**src/rtl/pgm_binary_header_parser_macros.svh**
```systemverilog
// assertion macros for the pgm header parser
`ifndef PGM_BINARY_HEADER_PARSER_MACROS_SVH
`define PGM_BINARY_HEADER_PARSER_MACROS_SVH
`ifndef NO_ASSERTIONS
// checked outside reset
`define PGMP_ASSERT(lbl, prop, msg) \
  lbl: assert property (@(posedge clk) disable iff (rst) prop) else $error(msg);
// checked through reset as well
`define PGMP_ASSERT_RST(lbl, prop, msg) \
  lbl: assert property (@(posedge clk) prop) else $error(msg);
`else
`define PGMP_ASSERT(lbl, prop, msg)
`define PGMP_ASSERT_RST(lbl, prop, msg)
`endif
`endif

```
**src/rtl/pgmp_pkg.sv**
```systemverilog
`default_nettype none
package pgmp_pkg;

  // dimension limit in bits and the resulting largest dimension
  localparam int DIM_BITS = 16;
  localparam logic [16:0] DIM_LIM = 17'((1 << DIM_BITS) - 1);

  // decimal field saturation value
  localparam logic [16:0] FIELD_SAT = 17'h1FFFF;
  localparam logic [16:0] FIELD_MAX16 = 17'h0FFFF;

  // character codes
  localparam logic [7:0] CH_P     = 8'h50;
  localparam logic [7:0] CH_5     = 8'h35;
  localparam logic [7:0] CH_HASH  = 8'h23;
  localparam logic [7:0] CH_LF    = 8'h0A;
  localparam logic [7:0] CH_TAB   = 8'h09;
  localparam logic [7:0] CH_CR    = 8'h0D;
  localparam logic [7:0] CH_SPACE = 8'h20;
  localparam logic [7:0] CH_ZERO  = 8'h30;
  localparam logic [7:0] CH_NINE  = 8'h39;

  // configuration register indexes
  localparam int CFG_IDX_BITS = 1;
  localparam logic [CFG_IDX_BITS-1:0] REG_REQUIRED_MAXVAL = 1'd0;
  localparam logic [CFG_IDX_BITS-1:0] REG_MAX_DIMENSION   = 1'd1;

  localparam logic [15:0] REQUIRED_MAXVAL_INIT = 16'd255;
  localparam logic [15:0] MAX_DIMENSION_INIT   = 16'hFFFF;

  typedef enum logic [2:0] {
    PH_MAGIC0 = 3'd0,
    PH_MAGIC1 = 3'd1,
    PH_WIDTH  = 3'd2,
    PH_HEIGHT = 3'd3,
    PH_MAXVAL = 3'd4,
    PH_PIXELS = 3'd5,
    PH_SINK   = 3'd6
  } phase_t;

  typedef enum logic [2:0] {
    ST_OK       = 3'd0,
    ST_MAGIC    = 3'd1,
    ST_HEADER   = 3'd2,
    ST_MAXVAL   = 3'd3,
    ST_DIM      = 3'd4,
    ST_SHORT    = 3'd5,
    ST_TRAILING = 3'd6
  } status_t;

  typedef struct packed {
    logic [7:0] data_byte;
    logic       last;
  } pgmp_in_t;

  typedef struct packed {
    logic [7:0]  pixel;
    logic        pixel_valid;
    logic        final_res;
    status_t     status;
    logic [15:0] image_width;
    logic [15:0] image_height;
  } pgmp_out_t;

  // per-file parser state
  typedef struct packed {
    phase_t      phase;
    logic        in_comment;
    logic [16:0] field_value;
    logic        digits_seen;
    logic [15:0] width_reg;
    logic [15:0] height_reg;
    logic [31:0] pixels_left;
    status_t     error_code;
  } pgmp_state_t;

  localparam pgmp_state_t STATE_INIT = '{
    phase:       PH_MAGIC0,
    in_comment:  1'b0,
    field_value: 17'd0,
    digits_seen: 1'b0,
    width_reg:   16'd0,
    height_reg:  16'd0,
    pixels_left: 32'd0,
    error_code:  ST_OK
  };

endpackage
`default_nettype wire

```
**src/rtl/pgmp_step.sv**
```systemverilog
`default_nettype none
// next-state and result logic for one file byte
module pgmp_step import pgmp_pkg::*; (
  input  var pgmp_state_t st,
  input  var pgmp_in_t    item,
  input  wire [15:0]      required_maxval,
  input  wire [15:0]      max_dimension,
  output pgmp_state_t     st_next,
  output pgmp_out_t       res_gen,
  output logic            res_gen_valid
);

  // error entry: first error wins, header size dropped if not yet accepted
  function automatic pgmp_state_t fail_st(input pgmp_state_t s, input status_t code);
    pgmp_state_t r;
    r = s;
    if (s.error_code == ST_OK) r.error_code = code;
    if (s.phase < PH_PIXELS) begin
      r.width_reg  = '0;
      r.height_reg = '0;
    end
    r.phase       = PH_SINK;
    r.in_comment  = 1'b0;
    r.digits_seen = 1'b0;
    r.field_value = '0;
    return r;
  endfunction

  function automatic logic dim_ok(input logic [15:0] d, input logic [15:0] lim);
    return (d != 16'd0) && (d <= lim) && ({1'b0, d} <= DIM_LIM);
  endfunction

  logic [7:0]  c;
  logic        is_digit;
  logic        is_space;
  logic [3:0]  digit;
  logic [20:0] acc;
  logic [16:0] acc_sat;
  logic [15:0] dim_val;
  logic [31:0] area;

  // byte classes and the decimal accumulate
  assign c        = item.data_byte;
  assign is_digit = (c >= CH_ZERO) && (c <= CH_NINE);
  assign is_space = (c == CH_SPACE) || ((c >= CH_TAB) && (c <= CH_CR));
  assign digit    = 4'(c - CH_ZERO);
  assign acc      = ({4'd0, st.field_value} << 3) + ({4'd0, st.field_value} << 1)
                    + {17'd0, digit};
  assign acc_sat  = (acc > {4'd0, FIELD_SAT}) ? FIELD_SAT : acc[16:0];
  assign dim_val  = (st.field_value > FIELD_MAX16) ? 16'd0 : st.field_value[15:0];
  assign area     = {16'd0, st.width_reg} * {16'd0, st.height_reg};

  always_comb begin
    pgmp_state_t ns;
    logic        emit;
    logic        hdone;
    ns    = st;
    emit  = 1'b0;
    hdone = 1'b0;

    unique case (st.phase)
      PH_MAGIC0: begin
        if (c == CH_P) ns.phase = PH_MAGIC1;
        else ns = fail_st(ns, ST_MAGIC);
      end
      PH_MAGIC1: begin
        if (c == CH_5) ns.phase = PH_WIDTH;
        else ns = fail_st(ns, ST_MAGIC);
      end
      PH_WIDTH, PH_HEIGHT, PH_MAXVAL: begin
        if (st.in_comment) begin
          if (c == CH_LF) ns.in_comment = 1'b0;
        end else begin
          // a digit run ends or continues
          if (st.digits_seen) begin
            if (is_digit) begin
              ns.field_value = acc_sat;
              hdone = 1'b1;
            end else if (st.phase == PH_MAXVAL) begin
              hdone = 1'b1;
              if (!is_space) begin
                ns = fail_st(ns, ST_HEADER);
              end else if ({1'b0, required_maxval} != st.field_value) begin
                ns = fail_st(ns, ST_MAXVAL);
              end else if (!dim_ok(st.width_reg, max_dimension) ||
                           !dim_ok(st.height_reg, max_dimension)) begin
                ns = fail_st(ns, ST_DIM);
              end else begin
                ns.pixels_left = area;
                ns.phase       = PH_PIXELS;
                ns.digits_seen = 1'b0;
                ns.field_value = '0;
              end
            end else begin
              if (st.phase == PH_WIDTH) begin
                ns.width_reg = dim_val;
                ns.phase     = PH_HEIGHT;
              end else begin
                ns.height_reg = dim_val;
                ns.phase      = PH_MAXVAL;
              end
              ns.digits_seen = 1'b0;
              ns.field_value = '0;
            end
          end
          // separators, comment start, first digit
          if (!hdone) begin
            if (is_space) begin
              ns.in_comment = ns.in_comment;
            end else if (c == CH_HASH) begin
              ns.in_comment = 1'b1;
            end else if (is_digit) begin
              ns.digits_seen = 1'b1;
              ns.field_value = {13'd0, digit};
            end else begin
              ns = fail_st(ns, ST_HEADER);
            end
          end
        end
      end
      PH_PIXELS: begin
        if (st.pixels_left != 32'd0) begin
          emit           = 1'b1;
          ns.pixels_left = st.pixels_left - 32'd1;
        end else begin
          ns = fail_st(ns, ST_TRAILING);
        end
      end
      PH_SINK: begin
        ns = st;
      end
      default: begin
        ns = st;
      end
    endcase

    // end of file checks
    if (item.last && (ns.error_code == ST_OK)) begin
      if (ns.phase <= PH_MAGIC1) ns = fail_st(ns, ST_MAGIC);
      else if (ns.phase < PH_PIXELS) ns = fail_st(ns, ST_HEADER);
      else if ((ns.phase == PH_PIXELS) && (ns.pixels_left != 32'd0))
        ns = fail_st(ns, ST_SHORT);
    end

    // result beat
    res_gen_valid        = emit || item.last;
    res_gen.pixel        = emit ? c : 8'd0;
    res_gen.pixel_valid  = emit;
    res_gen.final_res    = item.last;
    res_gen.status       = ns.error_code;
    res_gen.image_width  = ns.width_reg;
    res_gen.image_height = ns.height_reg;

    st_next = item.last ? STATE_INIT : ns;
  end

endmodule
`default_nettype wire

```
**src/rtl/pgm_binary_header_parser.sv**
```systemverilog
`default_nettype none
// channel | direction | handshake              | beat
// item    | in        | item_valid / item_stall | pgmp_in_t  (data_byte, last)
// res     | out       | res_valid / res_stall   | pgmp_out_t (pixel .. image_height)
// cfg     | in        | cfg_we                  | cfg_index, cfg_wdata
//
// one file byte is taken per cycle while item_stall is low; any result beat is registered
// the critical path is the header check with the 16x16 width*height product
// a two-entry result buffer (res plus one skid entry) lets bytes flow while res waits;
// item_stall rises only when both entries hold beats
// rst clears the file state and the buffer, and loads maxval 255 and dimension limit 65535
// a cfg write is in effect for the byte accepted in the next cycle
`include "pgm_binary_header_parser_macros.svh"
module pgm_binary_header_parser import pgmp_pkg::*; (
  input  wire                    clk,
  input  wire                    rst,
  input  wire                    item_valid,
  output logic                   item_stall,
  input  var pgmp_in_t           item,
  output logic                   res_valid,
  input  wire                    res_stall,
  output pgmp_out_t              res,
  input  wire                    cfg_we,
  input  wire [CFG_IDX_BITS-1:0] cfg_index,
  input  wire [15:0]             cfg_wdata
);

  logic [15:0] required_maxval;
  logic [15:0] max_dimension;
  pgmp_state_t st;
  pgmp_state_t st_next;
  pgmp_out_t   res_gen;
  logic        res_gen_valid;
  pgmp_out_t   skid;
  logic        skid_valid;
  logic        accept;
  logic        take;
  logic        push;

  assign item_stall = skid_valid;
  assign accept     = item_valid && !item_stall;
  assign take       = res_valid && !res_stall;
  assign push       = accept && res_gen_valid;

  pgmp_step u_step (
    .st            (st),
    .item          (item),
    .required_maxval(required_maxval),
    .max_dimension (max_dimension),
    .st_next       (st_next),
    .res_gen       (res_gen),
    .res_gen_valid (res_gen_valid)
  );

  // parser state and configuration registers
  always_ff @(posedge clk) begin
    if (rst) begin
      st              <= STATE_INIT;
      required_maxval <= REQUIRED_MAXVAL_INIT;
      max_dimension   <= MAX_DIMENSION_INIT;
    end else begin
      if (accept) st <= st_next;
      if (cfg_we) begin
        unique case (cfg_index)
          REG_REQUIRED_MAXVAL: required_maxval <= cfg_wdata;
          REG_MAX_DIMENSION:   max_dimension   <= cfg_wdata;
          default: ;
        endcase
      end
    end
  end

  // result buffer valid bits
  always_ff @(posedge clk) begin
    if (rst) begin
      res_valid  <= 1'b0;
      skid_valid <= 1'b0;
    end else if (take) begin
      if (skid_valid) begin
        skid_valid <= 1'b0;
      end else begin
        res_valid <= push;
      end
    end else if (!res_valid) begin
      res_valid <= push;
    end else if (push) begin
      skid_valid <= 1'b1;
    end
  end

  // result buffer payload
  always_ff @(posedge clk) begin
    if (take && skid_valid) begin
      res <= skid;
    end else if (take || !res_valid) begin
      if (push) res <= res_gen;
    end else if (push) begin
      skid <= res_gen;
    end
  end

  `PGMP_ASSERT_RST(a_rst_empty, rst |=> !res_valid && !skid_valid, "result buffer not empty after reset")
  `PGMP_ASSERT(a_skid_order, skid_valid |-> res_valid, "skid entry held while res is empty")
  `PGMP_ASSERT(a_last_restart, accept && item.last |=> st.phase == PH_MAGIC0, "no restart after last byte")
  `PGMP_ASSERT(a_pixel_size, res_valid && res.pixel_valid |-> res.image_width != 16'd0 && res.image_height != 16'd0, "pixel beat without image size")

endmodule
`default_nettype wire

```
**config.mk**
```make
export PLATFORM = sky130hd
export DESIGN_NAME = pgm_binary_header_parser
export DESIGN_NICKNAME = d
export VERILOG_FILES = /design/src/rtl/pgmp_pkg.sv /design/src/rtl/pgmp_step.sv /design/src/rtl/pgm_binary_header_parser.sv
export VERILOG_INCLUDE_DIRS = /design/src /design/src/rtl
export SDC_FILE = /design/constraint.sdc
export NUM_CORES = 1
export LEC_CHECK = 0
export BUFFER_PORTS_ARGS = -buffer_cell sky130_fd_sc_hd__buf_4
export CAP_MARGIN = 30
export CORE_MARGIN = 1.5
export CORE_UTILIZATION = 51
export CTS_CLUSTER_SIZE = 20
export DETAILED_ROUTE_END_ITERATION = 8
export GPL_TIMING_DRIVEN = 0
export PLACE_DENSITY = 0.7
export RECOVER_POWER = 100
export SLEW_MARGIN = 5
export SYNTH_ARGS = -nofsm -noshare
export SYNTH_HDL_FRONTEND = slang
export SYNTH_SLANG_ARGS = --single-unit
```
**constraint.sdc**
```tcl
create_clock -name clk -period 6.9 [get_ports clk]
set_input_delay 1.38 -clock clk [delete_from_list [all_inputs] [get_ports clk]]
set_output_delay 1.38 -clock clk [all_outputs]
set_load 0.01 [all_outputs]
```
* After elaboration in Yosys (flattened, before gate mapping)
Cells that the tools add are included.
Word-level totals: logic and storage cells 167, bits of input ports 31, output and inout bits 47, register bits 213
Operators by class: bitwise operators 3, reductions and logical operators 36, add/sub/neg operators 4, muxes and demuxes 74, order comparisons 12, eq/ne operators 13, multipliers 1
Operator list (count):
- $mux W89 | 10
- $pmux W89 S4 | 1
- $mux W85 | 3
- $mux W32 | 6
- $mux W86 | 2
- $mux W45 | 3
- $mux W88 | 1
- $mux W68 | 1
- $mux W67 | 1
- $reduce_bool A32 Y1 | 2
- $mux W3 | 18
- $mux W54 | 1
- $mux W50 | 1
- $mux W16 | 3
- $mux W35 | 1
- $mux W17 | 2
- $le A16 B16 Y1 | 2
- $mul A16 B16 Y32 | 1
- $reduce_bool A16 Y1 | 2
- $sub A32 B1 Y32 const B | 1
- $eq A8 B6 Y1 const B | 3
- $add A20 B18 Y21 | 1
- $add A21 B4 Y21 | 1
- $gt A21 B17 Y1 const B | 1
- 30 further kinds | 75

* Logic depth before layout (Yosys ltp)
Gate-level depths: netlist of the first run.
word-level depth 29, gate-level depth with buffers 27, gate-level depth less buffers 24

* Hierarchy
A second synthesis of the first run with hierarchy kept.
Second synthesis, totals: cells, all modules 2551, area total of the unflattened synthesis 21679.5 um^2
By module, submodules not included:
- pgmp_step | sequential area each 0.0 um^2, times used 1, cells each 1884, area an instance 13894.6 um^2
- pgm_binary_header_parser | sequential area each 5165.0 um^2, times used 1, cells each 667, area an instance 7785.0 um^2

* Worst setup path after synthesis of the first run
No wires, ideal clock.
path kind reg-to-reg, start register st[63] (netlist name), end register res[32] (netlist name) (data pin), data required time 6.629 ns, stages on the path, launching flop included 24, clock period less this slack 6.831 ns, buffers on the path 3, library setup time 0.271 ns, path slack 0.069 ns, arrival time 6.561 ns, path through dfxtp_1 clkbuf_1 clkbuf_1 nand2_1 fa_1 fa_1 fa_1 fa_1 fa_1 fa_1 inv_1 ha_1 clkbuf_1 o21ai_0 o21ai_0 a31oi_1 o41ai_2 a211oi_1 o31ai_1 xnor2_1 a2111oi_0 nand4b_1 nor2_1 a31oi_1
On the way: longest elaborated chain between the ends 29, elaborated cells between the ends (all ways) 47, classes of those cells mul (1); order compare (3); eq/ne (1); mux (33); reduce/logical (9)
Ends and longest elaborated chain:
- branches (longest 5 deep; another with $mul A16 B16 Y32)
- $mux W88 (*) | RTL line pgmp_step.sv:83 | end else if ({1'b0, required_maxval} != st.field_value) begin
- $mux W89 (*) | RTL line pgmp_step.sv:81 | if (!is_space) begin
- $mux W35 | RTL line pgmp_step.sv:79 | end else if (st.phase == PH_MAXVAL) begin
- $mux W68 | RTL line pgmp_step.sv:76 | if (is_digit) begin
- $mux W89 (*) | RTL line pgmp_step.sv:75 | if (st.digits_seen) begin
- $mux W89 (*) | RTL line pgmp_step.sv:71 | if (st.in_comment) begin
- $mux W89 (*) | RTL line pgmp_step.sv:61 | unique case (st.phase)
- [... 5 more ...]
- $mux W89 (*) | RTL line pgmp_step.sv:107 | if (!hdone) begin
- $mux W85 | RTL line pgmp_step.sv:71
- $pmux W89 S4 (*) | RTL line pgmp_step.sv:61
- branches (longest 5 deep; another with $mux W89)
- $mux W89 (*) | RTL line pgmp_step.sv:138 | if (item.last && (ns.error_code == ST_OK)) begin
- $mux W45 (*) | RTL line pgm_binary_header_parser.sv:96 | if (push) res <= res_gen;
- $mux W45 (*) | RTL line pgm_binary_header_parser.sv:95 | end else if (take || !res_valid) begin
- $mux W45 (*) | RTL line pgm_binary_header_parser.sv:93 | if (take && skid_valid) begin
- end signal: assignment | RTL line pgm_binary_header_parser.sv:94 | res <= skid;
- end signal: assignment | RTL line pgm_binary_header_parser.sv:96
- end: declaration | RTL line pgm_binary_header_parser.sv:22 | output pgmp_out_t res,
Every way passes the cells marked *. The select of a mux whose other input is x is not followed. A chain may end at the register's enable or synchronous reset.

* Worst setup path after layout of the first run
start register st[56] (netlist name), end register res[32] (netlist name) (data pin)
On the way: longest elaborated chain between the ends 29, elaborated cells between the ends (all ways) 47, classes of those cells mul (1); order compare (3); eq/ne (1); mux (33); reduce/logical (9)
Ends and longest elaborated chain (RTL line):
- branches (longest 5 deep; another with $mul A16 B16 Y32)
- $mux W88 (*) | pgmp_step.sv:83
- $mux W89 (*) | pgmp_step.sv:81
- $mux W35 | pgmp_step.sv:79
- $mux W68 | pgmp_step.sv:76
- $mux W89 (*) | pgmp_step.sv:75
- $mux W89 (*) | pgmp_step.sv:71
- $mux W89 (*) | pgmp_step.sv:61
- [... 5 more ...]
- $mux W89 (*) | pgmp_step.sv:107
- $mux W85 | pgmp_step.sv:71
- $pmux W89 S4 (*) | pgmp_step.sv:61
- branches (longest 5 deep; another with $mux W89)
- $mux W89 (*) | pgmp_step.sv:138
- $mux W45 (*) | pgm_binary_header_parser.sv:96
- $mux W45 (*) | pgm_binary_header_parser.sv:95
- $mux W45 (*) | pgm_binary_header_parser.sv:93
Marks and branches as above.

==> parameters.txt, run 1 <==
Parameter                              Value

Pwr
  Peak supply drop ... ~0.00022 V
  Power density over the cells ... ~110 mW/mm^2
  Static leakage ... 10.5 nW

Worst setup path
  Startpoint kind of the worst setup timing path ... register
  Crit Reg-Reg Endpoint ... res[32]$_DFFE_PP_
  Cell with the largest stage delay on the worst path ... fa_1
  FF-to-FF Start ... st[56]$_SDFFE_PP0P_
  Longest individual stage delay on the worst path ... approximately 0.58 ns
  Type of the worst setup path ... reg2reg
  Worst Path Required ... a little over 7 ns
  Internal reg-to-reg setup slack ... -0.08 ns
  CP dominant cell by count ... fa_1
  Cell breakdown of the critical path ... clkbuf_16 -> clkbuf_16 -> buf_4 -> nand2_1 -> fa_1 -> fa_1 -> fa_1 -> fa_1 -> fa_1 -> fa_1 -> inv_1 -> ha_4 -> nand2_2 -> nor2_2 -> a31oi_2 -> o41ai_4 -> buf_4 -> mux2i_1 -> a31oi_1 -> a311oi_2 -> and4_1 -> nand4_1 -> nor2_4 -> a31oi_1
  Worst endpoint data arrival time ... 7.23 ns
  Worst setup EP type ... register
  R2R depth ... 24
  Critical-path maximum fanout ... 7

Synth
  Synth area leader ... fa_1
  XOR/XNOR share of the synthesized area ... under 10%
  Synthesized Nets ... 2,896
  Number of flip-flops and latches in the synthesized netlist ... 213
  Primary flip-flop cell chosen by synthesis mapping ... dfxtp_1
  Number of cells produced by synthesis ... 2,499
  Proportion of netlist area held by the largest area contributor ... about 18%
  Number of distinct library cell variants in the gate-level netlist after synthesis ... just over 90
  Simple-Gate Fraction of Synth Area ... 19.8%
  Synthesized-area fraction occupied by adder cells ... 27.9%
  EDFF count, synth ... 90
  Cell area after synthesis ... between 0.02 and 0.025 sq mm
  Top area cells in the synthesized netlist ... fa_1, edfxtp_1, dfxtp_1
  Synthesized area divided by synthesized cell count ... 8.67 sq um
  Combinational family with the most area after synthesis ... adder cells
  Post-synthesis sequential area ratio ... 23.8%
  Total number of yosys warnings ... 0
  Share of flip-flops with an asynchronous set or reset ... 0%
  Fraction of the mapped netlist area in compound gates ... a little under a fifth
  Multiplexer share of the synthesized area ... 1.13%

Clock tree
  Clock buffer count from CTS ... 25
  Clock insertion delay at the later pin of the skew report ... 0.54 ns
  Clock tree from TritonCTS ... built
  Root buffer selected by CTS ... clkbuf_16
  Number of clock sinks seen by CTS ... roughly 210
  Number of hold buffers added after cts ... 0
  Maximum number of buffers from clock root to sink ... 3
  Clock slew at reported path FFs ... approximately 0.060 ns
  H-Tree Depth ... 1

Run
  Number of maximum-capacitance violations ... 3

STA
  Finish-stage setup viols ... 4
  Final hold violations ... 0
  Part of the cycle the worst path needs ... 101%
  Setup Skew ... 0.0133 ns
  Number of pins with negative max-slew slack in the final report ... 81
  Worst relative slew slack ... -29.0%
  Maximum clock frequency ... 143 MHz
  Period minus WS final ... 6.98 ns
  Setup repair after global routing missed its margin ... true
  Actual transition at the worst max-transition pin ... 1.93 ns
  Total Neg Setup Slack ... -0.148 ns
  Setup WS post-layout ... -0.0754 ns

Routing
  Post-DRT Antenna Nets ... 0
  Routed WL ... 73,700 um
  Vias per std cell ... 6.19
  Number of vias in the routed layout ... between 20,000 and 25,000
  Remaining routing DRC violations ... 0
  Detailed-router iteration count before antenna repair ... 6
  Iteration-0 DRC Markers ... between 2,000 and 2,500
  Routed wire length per instance ... 22.7 um

GRT
  Vias in the first global route ... between 15,000 and 20,000
  Wire length of the first global-routing pass ... 115,000 um
  Maximum number of pins on one net before global-route repair ... 33
  Aggregate global routing overflow ... 0
  Tot GR Track Use ... approximately a third
  Number of antenna violations at the first check in global routing ... 0

Finish
  Most frequent cells in the layout ... nand2_1, inv_1, fa_1
  Non-filler instance count after layout ... between 3,000 and 4,000
  Proportion of layout cells with a drive suffix above 1 ... 13.2%
  Net count reported at finish ... between 3,000 and 4,000
  Most frequent standard cell in the layout excluding fill and tap cells ... nand2_1
  Synthesis-to-layout area growth ... 18.4%

Hold path
  Instance count along the most critical hold path ... 1
  Hold path startpoint ... max_dimension[1]$_SDFFE_PP1P_
  Worst Hold Path EP ... max_dimension[1]$_SDFFE_PP1P_
  Worst hold path class ... reg2reg

Floorplanning
  Core Footprint ... 0.0419 sq mm
  Height of the die ... 209 um
  Initial core utilization ... 51.7%
  Row Count ... 75
  Horizontal die dimension ... 209 um
  Count of boundary I/O pins ... 78
  Die area ... 0.0437 sq mm

Run status
  Status ... finished with violations
  Violations in the final reports ... max-capacitance violations, max-slew violations, negative setup slack

Placed design
  Number of placed instances, taps included ... 3,118
  Estimated wirelength of the detail-placed design ... 54,300 um
  Final Wtd Congestion ... between 0.9 and 1
  Port-buffer cells ... 75
-- layout make-up --
type | instances | area [sq um]
diodes | 1 | 2.50
plain buffers | 164 | 1630
clock buffers | 27 | 633
clock inverters | 18 | 156
fillers | 3549 | 16300
inverters | 227 | 852
multi-input cells | 1888 | 15300
flip-flops and latches | 213 | 5260
well taps | 539 | 674
repair buffers | 167 | 1100
-- through the flow --
stage,util (%),total power [mW],hold WS [ns],setup slack (ns),instance area (sq um)
2_1_floorplan,-,1.53,0.435,0.0687,21700
3_3_place_gp,54.6,1.63,0.449,-1.67,22900
3_5_place_dp,54.8,1.64,0.455,-1.74,23000
4_1_cts,61.1,2.92,0.470,0.000616,25600
5_1_grt,61.1,2.99,0.481,-0.240,25600
6_report,61.2,2.90,0.468,-0.0754,25700
-- synthesized netlist by cell type (25+ instances only) --
| library cell | instances |
|---|---|
| a21oi_1 | 132 |
| a22oi_1 | 30 |
| ha_1 | 170 |
| a21o_1 | 33 |
| nor4_1 | 28 |
| nor2b_1 | 47 |
| o211ai_1 | 25 |
| and3_1 | 29 |
| nor3_1 | 43 |
| xnor2_1 | 41 |
| nand2_1 | 310 |
| inv_1 | 225 |
| o21ai_1 | 33 |
| and2_1 | 109 |
| nor2_1 | 156 |
| fa_1 | 196 |
| clkbuf_1 | 151 |
| o21ai_0 | 98 |
| nand3_1 | 31 |
| dfxtp_1 | 123 |
| a22o_1 | 64 |
| edfxtp_1 | 90 |
-- sequential cells by signal, indices dropped and copies added (netlist names) --
name / cells
skid: 45
res: 45
res_valid: 1
max_dimension: 16
required_maxval: 16
st: 89
item_stall: 1
-- cells by family after synthesis --
family	count (synthesis)
buffers and inverters	398
AOI/OAI and AO/OA	580
and+or+nand+nor	863
adders and majority gates	366
DFF	213
muxes	23
xor gates and xnor gates	56
-- worst max path at each step --
stage | start | end
final | st[56]$_SDFFE_PP0P_ | res[32]$_DFFE_PP_
after global routing | st[56]$_SDFFE_PP0P_ | res[32]$_DFFE_PP_
after CTS | st[61]$_SDFFE_PP0P_ | res[32]$_DFFE_PP_
after detailed placement | st[58]$_SDFFE_PP0P_ | res[32]$_DFFE_PP_
after global placement | st[57]$_SDFFE_PP0P_ | res[32]$_DFFE_PP_
after floorplan | st[63]$_SDFFE_PP0P_ | res[32]$_DFFE_PP_
-- per-layer routing --
metal / up-vias / global-route usage, % / wire, um / part of all wire, %
met3: 200 / 6.43 / 7460 / 10
met2: 1071 / 52.3 / 32500 / 44
met1: 9803 / 46.3 / 30300 / 41
met5: - / 0 / 0 / 0
li1: 9016 / - / - / -
met4: 0 / 13.9 / 3520 / 4.8
-- report_power, final --
part / total (mW) / switching [mW] / internal (mW)
clock network: 1.30 / 0.557 / 0.742
registers: 1.34 / 0.0138 / 1.33
logic: 0.261 / 0.183 / 0.0783
total: 2.90 / 0.754 / 2.15
-- worst max-delay path: cells and delay by family, from the launching register on --
family	cells	cell delay [ns]
fa+ha+maj	7	3.32
compound gates	5	1.12
simple gates	6	0.97
buf+inv	5	0.71
flops	1	0.39
mux	1	0.17
-- what timing repair did --
action | 4_1_cts | 5_1_grt
gates cloned | 1 | 0
endpoints found under the setup margin | 21 | 5
resized for setup | 328 | 38
pin swaps | 47 | 31
setup buffers | 64 | 23
(Power assumes the default switching activity.)
==> run 2: changes to the inputs <==
--- a/config.mk
+++ b/config.mk
@@ -6,14 +6,13 @@
 export SDC_FILE = /design/constraint.sdc
 export NUM_CORES = 1
 export LEC_CHECK = 0
-export BUFFER_PORTS_ARGS = -buffer_cell sky130_fd_sc_hd__buf_4
 export CAP_MARGIN = 30
 export CORE_MARGIN = 1.5
 export CORE_UTILIZATION = 51
 export CTS_CLUSTER_SIZE = 20
 export DETAILED_ROUTE_END_ITERATION = 8
-export GPL_TIMING_DRIVEN = 0
-export PLACE_DENSITY = 0.7
+export DONT_BUFFER_PORTS = 1
+export PLACE_DENSITY = 0.69
 export RECOVER_POWER = 100
 export SLEW_MARGIN = 5
 export SYNTH_ARGS = -nofsm -noshare
==> parameters.txt, run 2 (synthesis results as in run 1) <==
Parameter                              Value

Finish
  Largest Register ... st
  Non-filler instance count after layout ... 3,038
  Final core utilization ... between 50% and 60%
  Net count reported at finish ... approximately 2,900
  Number of inserted diodes ... 0
  Flip-flop count of the largest register, all copies and words added ... 89
  Most frequent standard cell in the layout excluding fill and tap cells ... nand2_1
  Proportion of layout cells with a drive suffix above 1 ... 9.64%
  Most frequent cells in the layout ... nand2_1, inv_1, fa_1
  Synthesis-to-layout area growth ... 9.53%
  Largest regs ... st x89, res x45, skid x45

STA
  Final hold violations ... 0
  Actual transition at the worst max-transition pin ... 1.98 ns
  Part of the cycle the worst path needs ... 98.5%
  Hold_ws ... 0.467 ns
  Period minus WS final ... 6.79 ns
  Number of pins with negative max-slew slack in the final report ... 33
  Finish-stage setup viols ... 0
  Setup WS post-layout ... 0.106 ns
  Worst relative slew slack ... -32.0%
  Maximum clock frequency ... 147 MHz
  Setup repair after global routing missed its margin ... true
  Setup Skew ... 0.0104 ns

Routing
  Remaining routing DRC violations ... 0
  Post-DRT Antenna Nets ... 0
  Number of vias in the routed layout ... 18,500
  Routed wire length per instance ... between 20 and 25 um
  Iteration-0 DRC Markers ... 1,845
  Vias per std cell ... 6.09
  Routed WL ... 61,500 um
  Detailed-router iteration count before antenna repair ... 6

Placed design
  Estimated wirelength of the detail-placed design ... 47,100 um
  Pre-CTS WS ... -0.0836 ns
  Number of placed instances, taps included ... ~3,000
  Final Wtd Congestion ... 0.934
  Port-buffer cells ... 0

Worst setup path
  Cell with the largest stage delay on the worst path ... fa_1
  Worst setup EP type ... register
  Type of the worst setup path ... reg2reg
  CP bufs+invs ... 5
  Critical-path maximum fanout ... 7
  Longest individual stage delay on the worst path ... a little under 0.6 ns
  Cell type group with the largest total delay on the critical path ... adder cells
  Cell breakdown of the critical path ... buf_4 -> and2_1 -> fa_1 -> inv_1 -> fa_1 -> fa_1 -> fa_1 -> fa_1 -> fa_1 -> inv_1 -> ha_4 -> buf_4 -> nand4_1 -> o41ai_4 -> a211oi_2 -> o31ai_2 -> xnor2_1 -> a2111oi_2 -> nand4b_1 -> nor2_2 -> buf_6 -> a31oi_4
  Worst Path Required ... 7.17 ns
  Startpoint kind of the worst setup timing path ... register
  CP dominant cell by count ... fa_1
  Worst endpoint data arrival time ... ~7 ns

Hold path
  Worst hold path class ... reg2reg

Run status
  Violations in the final reports ... max-capacitance violations, max-slew violations
  Status ... finished with violations

Clock tree
  Maximum number of buffers from clock root to sink ... 3
  Number of clock sinks seen by CTS ... approximately 210
  Number of hold buffers added after cts ... 0
  Clock slew at reported path FFs ... 0.07 ns
  Clock buffer count from CTS ... 23
  H-Tree Depth ... 1
  Clock tree from TritonCTS ... built
  Clock insertion delay at the later pin of the skew report ... ~0.54 ns
  Root buffer selected by CTS ... clkbuf_16

Run
  Number of maximum-capacitance violations ... 1

Floorplanning
  Initial core utilization ... 51.7%
  Row Count ... 75
  Height of the die ... 209 um
  Die area ... 0.0437 sq mm
  Horizontal die dimension ... 209 um
  Count of boundary I/O pins ... 78
  Core Footprint ... around 0.042 sq mm

GRT
  Vias in the first global route ... 18,200
  Number of antenna violations at the first check in global routing ... 0
  Wire length of the first global-routing pass ... between 90,000 and 100,000 um
  Aggregate global routing overflow ... 0
  Maximum number of pins on one net before global-route repair ... 80
  Tot GR Track Use ... between 20% and 30%

Pwr
  Power density over the cells ... 122 mW/mm^2
  Peak supply drop ... 0.000149 V
  Static leakage ... 9.75 nW
  Overall power after layout ... between 2 and 3 mW
==> run 2: changes by cell type in the layout (fill, tap and decap cells not counted), sizes merged <==
cell / change
clkbuf: -186
bufinv: +2
clkinvlp: -3
diode: -1
buf: -15
clkinv: -3
==> run 2: timing repair <==
action                                  4_1_cts  5_1_grt
hold endpoints to repair                      0        0
gates resized for setup                      11       75
buffers inserted                              0       18
endpoints found under the setup margin        4        5
pin swaps                                     2       27
==> run 2: area by class of cell <==
cell class,instances,area (sq um)
Tap cell,539,674
Multi-Input combinational cell,1888,15100
Sequential cell,213,5230
Fill cell,3735,18200
Timing Repair Buffer,129,1040
Inverter,227,852
Clock inverter,14,184
Clock buffer,28,624
==> run 2: worst paths after layout <==
check	from	to	slack, ns	depth (start not counted)
hold reg to reg	required_maxval[8]$_SDFFE_PP0P_	required_maxval[8]$_SDFFE_PP0P_	0.47	2
setup / recovery	st[42]$_SDFFE_PP0P_	res[32]$_DFFE_PP_	0.11	22
hold / removal	required_maxval[8]$_SDFFE_PP0P_	required_maxval[8]$_SDFFE_PP0P_	0.47	2
setup reg to reg	st[42]$_SDFFE_PP0P_	res[32]$_DFFE_PP_	0.11	22
==> run 2: layer usage <==
layer  vias up  global-route usage (%)  share of wire (%)
li1       8595                       -                  -
met4         0                    8.10                3.2
met5         -                       0                  0
met2       807                    45.0                 45
met1      8946                    39.4                 43
met3       141                    5.14                8.5
==> run 2: stage by stage <==
| step | TNS (ns) | area [sq um] |
|---|---|---|
| global placement | -0.0580 | 22600 |
| global route | -0.572 | 23700 |
| detailed placement | -0.219 | 22600 |
| CTS | 0 | 23500 |
| floorplan | 0 | 21700 |
| finish | 0 | 23700 |
==> run 2: worst reg2reg max path, delay by kind of cell, from the launching register on <==
family / cells / cell delay (ns)
XOR/XNOR: 1 / 0.15
AND/OR/NAND/NOR: 4 / 0.72
flip-flops: 1 / 0.37
AO/OA/AOI/OAI: 5 / 1.40
adder cells (fa/ha/maj): 7 / 3.33
buffers and inverters: 5 / 0.55
==> run 2: where the power goes <==
group	internal (mW)	switching, mW
Combinational	0.0625	0.133
Sequential	1.33	0.0232
Clock	0.798	0.551
Total	2.19	0.707
